<file path="src/rtl/tit_pkg.sv">
// trickle interval timer: shared types, constants and the microcode rom
// no dependencies; imported by tit_datapath and trickle_interval_timer_top
package tit_pkg;

    localparam int unsigned IntervalWidth = 16;
    localparam int unsigned FireWidth     = 17;
    localparam int unsigned PcWidth       = 3;
    localparam int unsigned AddrWidth     = 3;
    localparam int unsigned DataWidth     = 32;

    localparam logic [IntervalWidth-1:0] INITIAL_RESET = 16'd16;
    localparam logic [IntervalWidth-1:0] MAXIMUM_RESET = 16'd1024;

    // register indexes
    localparam logic REG_INITIAL = 1'b0;
    localparam logic REG_MAXIMUM = 1'b1;

    // operation codes of an input item
    localparam logic OP_RUN   = 1'b0;
    localparam logic OP_RESET = 1'b1;

    // program addresses
    localparam logic [PcWidth-1:0] PC_IDLE  = 3'd0;
    localparam logic [PcWidth-1:0] PC_GROW  = 3'd1;
    localparam logic [PcWidth-1:0] PC_HALF  = 3'd2;
    localparam logic [PcWidth-1:0] PC_DIV   = 3'd3;
    localparam logic [PcWidth-1:0] PC_TEMP  = 3'd4;
    localparam logic [PcWidth-1:0] PC_EMIT  = 3'd5;
    localparam logic [PcWidth-1:0] PC_CLEAR = 3'd6;

    // last division step count (16 quotient bits)
    localparam logic [3:0] DIV_LAST = 4'd15;

    typedef struct packed {
        logic                     operation;
        logic [IntervalWidth-1:0] random_value;
    } in_item_t;

    typedef struct packed {
        logic [FireWidth-1:0]     fire_time;
        logic [IntervalWidth-1:0] current_interval;
        logic                     at_initial;
    } out_item_t;

    typedef enum logic [2:0] {
        UOP_NOP,
        UOP_LATCH,
        UOP_GROW,
        UOP_HALF,
        UOP_DIV,
        UOP_TEMP,
        UOP_CLEAR,
        UOP_EMIT
    } uop_t;

    typedef enum logic [2:0] {
        JMP_NEXT,
        JMP_ALWAYS,
        JMP_IF_RESET,
        JMP_IF_HALF_ZERO,
        JMP_IF_DIV_MORE
    } jump_t;

    typedef enum logic [1:0] {
        HOLD_NONE,
        HOLD_IN,
        HOLD_OUT
    } hold_t;

    typedef struct packed {
        uop_t               uop;
        hold_t              hold;
        jump_t              jump;
        logic [PcWidth-1:0] target;
    } ucode_t;

    // control from sequencer to datapath
    typedef struct packed {
        uop_t                     uop;
        logic                     cfg_load;
        logic [IntervalWidth-1:0] initial_value;
        logic [IntervalWidth-1:0] maximum_value;
    } dp_ctrl_t;

    // status from datapath to sequencer
    typedef struct packed {
        logic op_reset;
        logic half_zero;
        logic div_more;
    } dp_stat_t;

    function automatic ucode_t ucode_rom(input logic [PcWidth-1:0] pc);
        ucode_t w;
        unique case (pc)
            PC_IDLE:  w = '{uop: UOP_LATCH, hold: HOLD_IN,   jump: JMP_IF_RESET,
                            target: PC_CLEAR};
            PC_GROW:  w = '{uop: UOP_GROW,  hold: HOLD_NONE, jump: JMP_NEXT,
                            target: PC_IDLE};
            PC_HALF:  w = '{uop: UOP_HALF,  hold: HOLD_NONE, jump: JMP_IF_HALF_ZERO,
                            target: PC_TEMP};
            PC_DIV:   w = '{uop: UOP_DIV,   hold: HOLD_NONE, jump: JMP_IF_DIV_MORE,
                            target: PC_DIV};
            PC_TEMP:  w = '{uop: UOP_TEMP,  hold: HOLD_NONE, jump: JMP_NEXT,
                            target: PC_IDLE};
            PC_EMIT:  w = '{uop: UOP_EMIT,  hold: HOLD_OUT,  jump: JMP_ALWAYS,
                            target: PC_IDLE};
            PC_CLEAR: w = '{uop: UOP_CLEAR, hold: HOLD_NONE, jump: JMP_ALWAYS,
                            target: PC_EMIT};
            default:  w = '{uop: UOP_NOP,   hold: HOLD_NONE, jump: JMP_ALWAYS,
                            target: PC_IDLE};
        endcase
        return w;
    endfunction

endpackage

</file>
<file path="src/rtl/tit_datapath.sv">
// trickle interval timer datapath: interval state, restoring divider
// depends on tit_pkg; driven one micro-op per cycle by the top-level sequencer, a nop while a step waits
module tit_datapath (
    input  logic                             clk,
    input  logic                             rst_n,
    input  tit_pkg::dp_ctrl_t                ctrl,
    input  tit_pkg::in_item_t                in_item,
    output tit_pkg::dp_stat_t                stat,
    output logic [tit_pkg::FireWidth-1:0]     fire_time,
    output logic [tit_pkg::IntervalWidth-1:0] interval
);
    import tit_pkg::*;

    logic [IntervalWidth-1:0] interval_reg, interval_next;
    logic                     scale_reg, scale_next;
    logic [IntervalWidth-1:0] leftover_reg, leftover_next;
    logic                     op_reg, op_next;
    logic [IntervalWidth-1:0] rnd_reg, rnd_next;
    logic [IntervalWidth-2:0] half_reg, half_next;
    logic [IntervalWidth-2:0] rem_reg, rem_next;
    logic [3:0]               cnt_reg, cnt_next;
    logic [FireWidth-1:0]     fire_reg, fire_next;

    logic [IntervalWidth-1:0] rem_shift;
    logic [IntervalWidth-1:0] rem_sub;
    logic [IntervalWidth-1:0] temp;

    // one restoring step: bring in the next dividend bit, subtract if it fits
    assign rem_shift = {rem_reg, rnd_reg[IntervalWidth-1]};
    assign rem_sub   = rem_shift - {1'b0, half_reg};
    assign temp      = {1'b0, half_reg} + {1'b0, rem_reg};

    always_comb
    begin
        interval_next = interval_reg;
        scale_next    = scale_reg;
        leftover_next = leftover_reg;
        op_next       = op_reg;
        rnd_next      = rnd_reg;
        half_next     = half_reg;
        rem_next      = rem_reg;
        cnt_next      = cnt_reg;
        fire_next     = fire_reg;
        if (ctrl.cfg_load)
        begin
            interval_next = ctrl.initial_value;
            scale_next    = 1'b0;
            leftover_next = '0;
        end
        else
        begin
            unique case (ctrl.uop)
                UOP_LATCH:
                begin
                    op_next  = in_item.operation;
                    rnd_next = in_item.random_value;
                end
                UOP_GROW:
                begin
                    if (interval_reg < (ctrl.maximum_value >> 1))
                        interval_next = scale_reg ? {interval_reg[IntervalWidth-2:0], 1'b0}
                                                  : interval_reg;
                    else
                        interval_next = ctrl.maximum_value;
                    scale_next = 1'b1;
                end
                UOP_HALF:
                begin
                    half_next = interval_reg[IntervalWidth-1:1];
                    rem_next  = '0;
                    cnt_next  = '0;
                end
                UOP_DIV:
                begin
                    if (rem_shift >= {1'b0, half_reg})
                        rem_next = rem_sub[IntervalWidth-2:0];
                    else
                        rem_next = rem_shift[IntervalWidth-2:0];
                    rnd_next = {rnd_reg[IntervalWidth-2:0], 1'b0};
                    cnt_next = cnt_reg + 4'd1;
                end
                UOP_TEMP:
                begin
                    fire_next     = {1'b0, temp} + {1'b0, leftover_reg};
                    leftover_next = interval_reg - temp;
                end
                UOP_CLEAR:
                begin
                    interval_next = ctrl.initial_value;
                    leftover_next = '0;
                    fire_next     = '0;
                end
                UOP_NOP, UOP_EMIT:
                begin
                end
                default:
                begin
                end
            endcase
        end
    end

    always_ff @(posedge clk or negedge rst_n)
    begin
        if (!rst_n)
        begin
            interval_reg <= INITIAL_RESET;
            scale_reg    <= 1'b0;
            leftover_reg <= '0;
            cnt_reg      <= '0;
        end
        else
        begin
            interval_reg <= interval_next;
            scale_reg    <= scale_next;
            leftover_reg <= leftover_next;
            cnt_reg      <= cnt_next;
        end
    end

    always_ff @(posedge clk)
    begin
        op_reg   <= op_next;
        rnd_reg  <= rnd_next;
        half_reg <= half_next;
        rem_reg  <= rem_next;
        fire_reg <= fire_next;
    end

    assign stat.op_reset  = (op_reg == OP_RESET);
    assign stat.half_zero = (interval_reg[IntervalWidth-1:1] == '0);
    assign stat.div_more  = (cnt_reg != DIV_LAST);
    assign fire_time      = fire_reg;
    assign interval       = interval_reg;

    // partial remainder stays below the divisor throughout the division
    a_rem_below_half: assert property (@(posedge clk) disable iff (!rst_n)
        (ctrl.uop == UOP_DIV && !ctrl.cfg_load) |-> (rem_reg < half_reg))
        else $error("remainder not below half interval");

    // new leftover plus temp gives back the interval
    a_leftover_sum: assert property (@(posedge clk) disable iff (!rst_n)
        (ctrl.uop == UOP_TEMP && !ctrl.cfg_load)
        |=> (leftover_reg + $past(temp) == interval_reg))
        else $error("leftover does not complete the interval");

endmodule

</file>
<file path="src/rtl/trickle_interval_timer_top.sv">
// trickle interval timer top level: apb registers, microcoded sequencer, output register
// depends on tit_pkg and tit_datapath
//
// usage
// - input channel in_valid/in_ready/in_item carries one transaction per trickle
//   event: operation run grows the interval and draws a fire time from
//   random_value; operation reset reloads the initial interval
// - output channel out_valid/out_ready/out_item returns exactly one transaction
//   per input: fire_time, current_interval and at_initial
// - a run is accepted at the latch step and reaches out_valid through grow, halve,
//   16 remainder steps, temp and emit, skipping the remainder steps when half the
//   interval is zero; a reset item takes clear and emit
// - rate is set by the restoring divider, one quotient bit per cycle; the next item
//   is taken only in the cycle after the last one's emit step
// - when the receiver stalls, the result waits in the output register; the
//   sequencer still accepts and works the next item and holds it at the emit
//   step until the register is free
// - apb writes to initial_interval (0x0) or maximum_interval (0x4) reload the
//   interval and clear the leftover and the scaling factor; write only when idle
// - after rst_n the registers are 16 and 1024, interval 16, no result pending
module trickle_interval_timer_top (
    input  logic                               clk,
    input  logic                               rst_n,
    input  logic                               in_valid,
    output logic                               in_ready,
    input  tit_pkg::in_item_t                  in_item,
    output logic                               out_valid,
    input  logic                               out_ready,
    output tit_pkg::out_item_t                 out_item,
    input  logic                               psel,
    input  logic                               penable,
    input  logic                               pwrite,
    input  logic [tit_pkg::AddrWidth-1:0]      paddr,
    input  logic [tit_pkg::DataWidth-1:0]      pwdata,
    output logic [tit_pkg::DataWidth-1:0]      prdata,
    output logic                               pready
);
    import tit_pkg::*;

    // configuration registers
    logic [IntervalWidth-1:0] initial_reg, initial_next;
    logic [IntervalWidth-1:0] maximum_reg, maximum_next;
    logic                     cfg_write;
    logic                     cfg_index;

    // sequencer
    logic [PcWidth-1:0] pc_reg, pc_next;
    ucode_t             uword;
    logic               step_go;
    logic               take_jump;

    // output register
    logic      out_valid_reg, out_valid_next;
    out_item_t out_item_reg, out_item_next;
    logic      out_free;

    dp_ctrl_t                 ctrl;
    dp_stat_t                 stat;
    logic [FireWidth-1:0]     dp_fire;
    logic [IntervalWidth-1:0] dp_interval;

    // apb: word address, index in bit 2, zero wait states
    assign pready    = 1'b1;
    assign cfg_write = psel && penable && pwrite;
    assign cfg_index = paddr[2];

    always_comb
    begin
        initial_next = initial_reg;
        maximum_next = maximum_reg;
        if (cfg_write)
        begin
            unique case (cfg_index)
                REG_INITIAL: initial_next = pwdata[IntervalWidth-1:0];
                REG_MAXIMUM: maximum_next = pwdata[IntervalWidth-1:0];
                default:     initial_next = initial_reg;
            endcase
        end
    end

    always_comb
    begin
        unique case (cfg_index)
            REG_INITIAL: prdata = {{(DataWidth-IntervalWidth){1'b0}}, initial_reg};
            REG_MAXIMUM: prdata = {{(DataWidth-IntervalWidth){1'b0}}, maximum_reg};
            default:     prdata = '0;
        endcase
    end

    // output slot free when empty or being drained this cycle
    assign out_free = !out_valid_reg || out_ready;

    // fetch the control word and decide whether this step completes
    assign uword = ucode_rom(pc_reg);

    always_comb
    begin
        unique case (uword.hold)
            HOLD_IN:   step_go = in_valid;
            HOLD_OUT:  step_go = out_free;
            HOLD_NONE: step_go = 1'b1;
            default:   step_go = 1'b1;
        endcase
    end

    assign in_ready = (uword.hold == HOLD_IN);

    // conditional jumps; status of the latch step comes from the incoming item
    always_comb
    begin
        unique case (uword.jump)
            JMP_ALWAYS:       take_jump = 1'b1;
            JMP_IF_RESET:     take_jump = (in_item.operation == OP_RESET);
            JMP_IF_HALF_ZERO: take_jump = stat.half_zero;
            JMP_IF_DIV_MORE:  take_jump = stat.div_more;
            JMP_NEXT:         take_jump = 1'b0;
            default:          take_jump = 1'b0;
        endcase
    end

    always_comb
    begin
        pc_next = pc_reg;
        if (step_go)
            pc_next = take_jump ? uword.target : pc_reg + 3'd1;
    end

    // datapath control: micro-op only fires when the step completes
    always_comb
    begin
        ctrl.uop           = step_go ? uword.uop : UOP_NOP;
        ctrl.cfg_load      = cfg_write;
        ctrl.initial_value = initial_next;
        ctrl.maximum_value = maximum_reg;
    end

    tit_datapath u_datapath (
        .clk       (clk),
        .rst_n     (rst_n),
        .ctrl      (ctrl),
        .in_item   (in_item),
        .stat      (stat),
        .fire_time (dp_fire),
        .interval  (dp_interval)
    );

    // emit step loads the result register; a taken transaction drains it
    always_comb
    begin
        out_valid_next = out_valid_reg;
        out_item_next  = out_item_reg;
        if (out_valid_reg && out_ready)
            out_valid_next = 1'b0;
        if (step_go && uword.uop == UOP_EMIT)
        begin
            out_valid_next                 = 1'b1;
            out_item_next.fire_time        = dp_fire;
            out_item_next.current_interval = dp_interval;
            out_item_next.at_initial       = (dp_interval == initial_reg);
        end
    end

    always_ff @(posedge clk or negedge rst_n)
    begin
        if (!rst_n)
        begin
            initial_reg   <= INITIAL_RESET;
            maximum_reg   <= MAXIMUM_RESET;
            pc_reg        <= PC_IDLE;
            out_valid_reg <= 1'b0;
        end
        else
        begin
            initial_reg   <= initial_next;
            maximum_reg   <= maximum_next;
            pc_reg        <= pc_next;
            out_valid_reg <= out_valid_next;
        end
    end

    always_ff @(posedge clk)
    begin
        out_item_reg <= out_item_next;
    end

    assign out_valid = out_valid_reg;
    assign out_item  = out_item_reg;

    // an accepted run item heads for the grow step, a reset item for the clear step
    a_dispatch: assert property (@(posedge clk) disable iff (!rst_n)
        (in_valid && in_ready)
        |=> (pc_reg == PC_GROW || pc_reg == PC_CLEAR))
        else $error("bad dispatch after input transaction");

    // a completed emit step always leaves a pending result
    a_emit_loads: assert property (@(posedge clk) disable iff (!rst_n)
        (step_go && uword.uop == UOP_EMIT) |=> out_valid_reg)
        else $error("emit step did not load result");

    // a reset item reports zero fire time
    a_clear_fire: assert property (@(posedge clk) disable iff (!rst_n)
        (pc_reg == PC_CLEAR && !cfg_write) |=> (dp_fire == '0))
        else $error("reset item left nonzero fire time");

endmodule

</file>
<file path="config.mk">
export PLATFORM = sky130hd
export DESIGN_NAME = trickle_interval_timer_top
export DESIGN_NICKNAME = d
export VERILOG_FILES = /design/src/rtl/tit_pkg.sv /design/src/rtl/tit_datapath.sv /design/src/rtl/trickle_interval_timer_top.sv
export SDC_FILE = /design/constraint.sdc
export NUM_CORES = 1
export LEC_CHECK = 0
export BUFFER_PORTS_ARGS = -buffer_cell sky130_fd_sc_hd__buf_2
export CAP_MARGIN = 20
export CORE_ASPECT_RATIO = 1.4
export CORE_MARGIN = 8
export CORE_UTILIZATION = 53
export CTS_CLUSTER_DIAMETER = 200
export CTS_CLUSTER_SIZE = 24
export DETAILED_ROUTE_END_ITERATION = 8
export PLACE_DENSITY = 0.77
export SYNTH_ARGS = -nofsm -noshare
export SYNTH_HDL_FRONTEND = slang
export SYNTH_SLANG_ARGS = --single-unit
</file>
<file path="constraint.sdc">
create_clock -name clk -period 4.3 [get_ports clk]
set_input_delay 0.215 -clock clk [delete_from_list [all_inputs] [get_ports clk]]
set_output_delay 0.215 -clock clk [all_outputs]
set_load 0.1 [all_outputs]
</file>
==> results of run 1 <==
==> worst register-to-register path, stage by stage, from the launching register on <==
cell and delay [ns]:
edfxtp_1 0.42, ha_1 0.25, fa_1 0.41, a21o_1 0.21
a21oi_2 0.20, o21ba_2 0.16, nor2b_1 0.04, nor2_1 0.16
xnor2_2 0.16, ha_1 0.29, a21o_1 0.21, a21o_1 0.19
a211o_1 0.32, a31oi_4 0.19, o21ai_1 0.09, a31o_2 0.27
a211oi_1 0.24, nor3_1 0.07
==> layout by cell type, fill, tap and decap left out, drive strengths merged, types with 8 or more instances in the layout <==
cell type	instances
a211oi	11
a21o	20
a21oi	103
buf	121
clkbuf	18
conb	17
dfrtp	70
edfxtp	97
ha	81
inv	67
mux2	50
mux2i	8
nand2	93
nand2b	16
nand3	17
nand4	10
nor2	81
nor2b	11
nor3	19
o21a	9
o21ai	50
o22ai	18
or3	9
xnor2	50
xor2	11
==> per-layer routing <==
layer  track usage, %  part of all wire, %  vias to the layer above
met3             3.98                  5.4                       79
met5                0                    0                        -
met1             23.3                   39                     3879
met2             37.7                   51                      287
li1                 -                    -                     3862
met4             11.8                  4.6                        0
==> worst paths after layout <==
check,slack [ns],to,from
worst max-delay path,0.19,u_datapath.fire_time[16],u_datapath.rem_reg[0]
max in group asynchronous,3.22,u_datapath.interval[14],rst_n
min in group asynchronous,0.47,out_valid,rst_n
worst min register to register,0.42,out_item[19],u_datapath.fire_time[2]
worst min-delay path,0.02,maximum_reg[9],pwdata[9]
worst max register to register,0.19,u_datapath.fire_time[16],u_datapath.rem_reg[0]
==> timing repair <==
action	CTS	global route
hold buffers	1	0
endpoints found under the setup margin	2	8
gates resized for setup	1	11
hold endpoints to repair	70	0
gates cloned	0	0
==> kinds of logic after synthesis <==
logic type,count (synthesis),share of synthesized area (%)
simple gates,283,12.6
compound gates,254,15.3
flops,170,45.6
buf+inv,108,4.62
fa+ha+maj,85,10.5
xor+xnor,61,5.14
mux,58,6.18
other cells,2,0.0722
==> metrics by stage <==
stage	cell area (um^2)	cells	hold slack, ns	TNS, ns
floorplan	10500	1036	-0.0806	0
global placement	11200	1357	0.402	0
detailed placement	11200	1357	0.405	-0.0109
CTS	11800	1390	0.0138	0
global route	11900	1390	0.0196	-0.0424
finish	11900	1390	0.0202	0
==> final cells by class <==
class                           count  area [um^2]
Timing Repair Buffer              122          691
Sequential cell                   170         4740
Multi-Input combinational cell    758         5330
Fill cell                        1589         7340
Tap cell                          248          310
Inverter                           60          225
Clock inverter                     14          154
Clock buffer                       18          429
==> summary.txt, run 1 <==
Run status
  – Status: completed

Clock tree
  – Post CTS Setup Buffer Count: 0
  – Clk sinks: 170
  – Root Driver: clkbuf_16
  – CTS tree: built
  – Clock-pin slew on the worst setup and hold paths: 0.07 ns
  – CTS buffer count: 17
  – Max Buffers Root-to-Sink: 2
  – Clk_lat worst skew: 0.44 ns
  – # H-tree levels: 4

Critical path
  – Ordered list of cells on the worst path: ha_1, fa_1, a21o_1, a21oi_2, o21ba_2, nor2b_1, nor2_1, xnor2_2, ha_1, a21o_1, a21o_1, a211o_1, a31oi_4, o21ai_1, a31o_2, a211oi_1, nor3_1
  – Path depth of the worst reg2reg path: 17
  – Critical path capture point type: flip-flop
  – CP max stage delay: 0.42 ns
  – Slowest-stage cell, CP: edfxtp_1
  – Kind of critical path: reg2reg
  – CP max FO: 4
  – WP buf/inv: 0
  – Startpoint Class: flip-flop
  – Crit path DAT: 4.29 ns
  – Crit-path most repeated cell: a21o_1
  – Req. time, crit path: 4.48 ns
  – CP top delay family: compound AO/OA/AOI/OAI gates
  – Critical path depth: 17

Synth
  – Syn Area/Cell: 10.2 um^2
  – Top cell type's share of synthesized area: 28.0%
  – Mapped Area: 10400 um^2
  – Synthesized instance count: 1021
  – Post-synth EDFFs: 97
  – Main synth FF type: edfxtp_1
  – Area contributors post-synth: edfxtp_1 28%, dfrtp_1 17%, ha_1 9.7%
  – Most instantiated cells after synthesis: 97 x edfxtp_1, 93 x nand2_1, 90 x a21oi_1
  – Number of synthesized register bits: 170
  – Distinct cells, synth: 61
  – Sequential area share after synthesis: 45.6%
  – Ys Warns: 0
  – Most frequent cell after synthesis: edfxtp_1
  – Fraction of registers with async set/reset: 42.9%
  – Most area-hungry cell type in the Yosys netlist: edfxtp_1

Timing
  – Worst slew margin: 36.7%
  – Final setup violation count: 0
  – Worst setup margin: 0.193 ns
  – Clk_skew: 0.00934 ns
  – Fin. Hold Viols: 0
  – Fin. max-slew vios: 0
  – Tcrit/Tclk final: 95.5%
  – Fin crit period: 4.11 ns
  – Worst slew pin tran: 0.949 ns
  – Fmax: 243 MHz

Global routing
  – Antenna violations before repair: 0
  – First-pass GRT wire length: 41.4 mm
  – Vias in the first global route: 8362
  – GRT Total Usage: 21.3%
  – Largest net degree at the start of global routing: 74
  – Total grt overflow: 0

Place
  – Detailed Place HPWL: 18.8 mm
  – IO buf count: 92
  – Final GP Congestion: 0.874
  – Pre-CTS setup slack: -0.0109 ns

Floorplan
  – Initial core utilization: 54.1%
  – Core area: 19200 um^2
  – Die Y: 182 um
  – Top Ports: 128
  – Die width: 134 um
  – Die area: 24400 um^2
  – Row count: 60

Drt
  – First-pass DRT Iterations: 6
  – Routed len/inst: 18.5 um
  – DRC viols: 0
  – 1st-iter DRT viols: 495
  – Routed vias: 8107
  – ANT nets after route: 0
  – DRT Wirelength: 25.7 mm
  – Via density: 5.83

Cells and area
  – Layout cell share with drive strength beyond 1: 20.8%
  – Fin nets: 1273
  – Max reg flops: 34
  – Antenna cell count: 0
  – Final core utilization: 61.8%
  – Area delta synth->final: 14.2%

Worst hold path
  – Worst Hold Class: in2reg
  – Hold Path Depth: 2

Job
  – Max cap viols: 0
Power of run 1 is left out: the tool's default activity adds up to more than one toggle a clock period on the data nets, which glitch-free logic cannot reach.
==> inputs of run 2 (changes only) <==
PLACE_DENSITY = not set   (was 0.77)
PLACE_DENSITY_LB_ADDON = 0.08   (was not set)
==> summary.txt, run 2 (synthesis results as in run 1) <==
Critical path
  – Path depth of the worst reg2reg path: 14
  – Startpoint Class: flip-flop
  – CP top delay family: compound AO/OA/AOI/OAI gates
  – Kind of critical path: reg2reg
  – Critical path capture point type: flip-flop
  – CP max FO: 6
  – WP buf/inv: 1
  – Ordered list of cells on the worst path: ha_1, a2111oi_0, o21ai_1, and3_1, o21ai_0, nand2b_1, xor2_1, inv_1, ha_1, and3_1, a221o_1, o41ai_1, xor2_1, o21ai_1
  – CP max stage delay: 0.46 ns
  – Crit path DAT: 4.42 ns
  – Req. time, crit path: 4.61 ns
  – Critical path depth: 14
  – Slowest-stage cell, CP: edfxtp_1

Floorplan
  – Die area: 24400 um^2
  – Die Y: 182 um
  – Die width: 134 um
  – Row count: 60
  – Core area: 19200 um^2
  – Initial core utilization: 54.1%
  – Top Ports: 128

Cells and area
  – Fin nets: 1273
  – Commonest non-fill, non-tap cell in the layout: edfxtp_1
  – Final Cell Area: 11800 um^2
  – Most frequent cells in the layout: 97 x edfxtp_1, 93 x nand2_1, 91 x buf_2, 89 x a21oi_1, 81 x nor2_1
  – Max reg flops: 34
  – Count of non-filler cells in the finished layout: 1390
  – Final core utilization: 61.6%
  – Antenna cell count: 0
  – Layout cell share with drive strength beyond 1: 20.7%
  – Area delta synth->final: 13.8%

Timing
  – Final setup violation count: 0
  – Fmax: 244 MHz
  – Worst slew margin: 34.2%
  – Worst slew pin tran: 0.986 ns
  – Fin. max-slew vios: 0
  – Clk_skew: 0.0105 ns
  – Fin crit period: 4.10 ns
  – Fin. Hold Viols: 0
  – Tcrit/Tclk final: 95.4%
  – Total Negative Setup Slacks: 0 ns

Global routing
  – Total grt overflow: 0
  – Vias in the first global route: 7923
  – GRT Total Usage: 20.8%
  – Largest net degree at the start of global routing: 74
  – First-pass GRT wire length: 40.6 mm
  – Antenna violations before repair: 0

Clock tree
  – # H-tree levels: 4
  – Clock-pin slew on the worst setup and hold paths: 0.07 ns
  – Clk_lat worst skew: 0.43 ns
  – Max Buffers Root-to-Sink: 2
  – Root Driver: clkbuf_16
  – CTS buffer count: 17
  – Post CTS Setup Buffer Count: 0
  – Clk sinks: 170
  – CTS tree: built

Place
  – Post-placement cell area: 11200 um^2
  – IO buf count: 92
  – Final GP Congestion: 0.874
  – Detailed Place HPWL: 18.7 mm
  – Placed cells: 1356

Drt
  – Routed len/inst: 18.0 um
  – 1st-iter DRT viols: 402
  – Routed vias: 7864
  – DRC viols: 0
  – DRT Wirelength: 25.0 mm
  – ANT nets after route: 0
  – Via density: 5.66
  – First-pass DRT Iterations: 5

Worst hold path
  – Worst Hold Class: in2reg
  – Hold Path Depth: 2

Job
  – Max cap viols: 0

Run status
  – Status: completed
==> run 2: changes by cell type in the layout (fill, tap and decap cells not counted), sizes merged <==
cell | previous run | this run
clkinv | 2 | 5
clkbuf | 18 | 19
buf | 121 | 120
clkinvlp | 4 | 1
==> run 2: path summary, 6_finish.rpt <==
path                       slack, ns                     start                     endpoint
min in group asynchronous       0.48                     rst_n               initial_reg[0]
max in group asynchronous       3.20                     rst_n      u_datapath.interval[14]
setup / recovery                0.20     u_datapath.rem_reg[6]  u_datapath.leftover_reg[14]
hold / removal                  0.02                pwdata[13]              maximum_reg[13]
hold reg to reg                 0.42  u_datapath.fire_time[11]                 out_item[28]
setup reg to reg                0.20     u_datapath.rem_reg[6]  u_datapath.leftover_reg[14]
==> run 2: timing repair <==
action,CTS,global route
hold endpoints to repair,70,0
hold buffers,1,0
gates resized for setup,0,9
endpoints found under the setup margin,0,6
==> run 2: stage by stage <==
| stage | worst slack [ns] | hold WS [ns] |
|---|---|---|
| after floorplan | 0.0954 | -0.0806 |
| after global placement | 0.0731 | 0.403 |
| after detailed placement | 0.0310 | 0.405 |
| after CTS | 0.00132 | 0.0120 |
| after global routing | -0.0688 | 0.0207 |
| final | 0.197 | 0.0236 |
==> run 2: layer usage <==
layer  vias up  part of all wire [%]  track usage (%)
li1       3877                     -                -
met4         0                   3.8             9.51
met2       201                    51             36.4
met5         -                     0                0
met3        53                   4.2             3.73
met1      3733                    41             24.2
==> run 2: cell type report <==
| cell class | count | area [um^2] |
|---|---|---|
| fillers | 1673 | 7380 |
| clock buffers | 18 | 429 |
| inverters | 60 | 225 |
| flip-flops and latches | 170 | 4740 |
| repair buffers | 122 | 697 |
| well taps | 248 | 310 |
| multi-input cells | 758 | 5300 |
| clock inverters | 14 | 136 |
==> run 2: worst register-to-register path, delay by kind of cell (launching register included) <==
| kind | cells | cell delay (ns) |
|---|---|---|
| xor gates and xnor gates | 2 | 0.48 |
| buffers and inverters | 1 | 0.12 |
| adders and majority gates | 2 | 0.78 |
| DFF | 1 | 0.46 |
| AOI/OAI and AO/OA | 6 | 1.65 |
| and+or+nand+nor | 3 | 0.51 |
Power of run 2 is left out for the same reason.
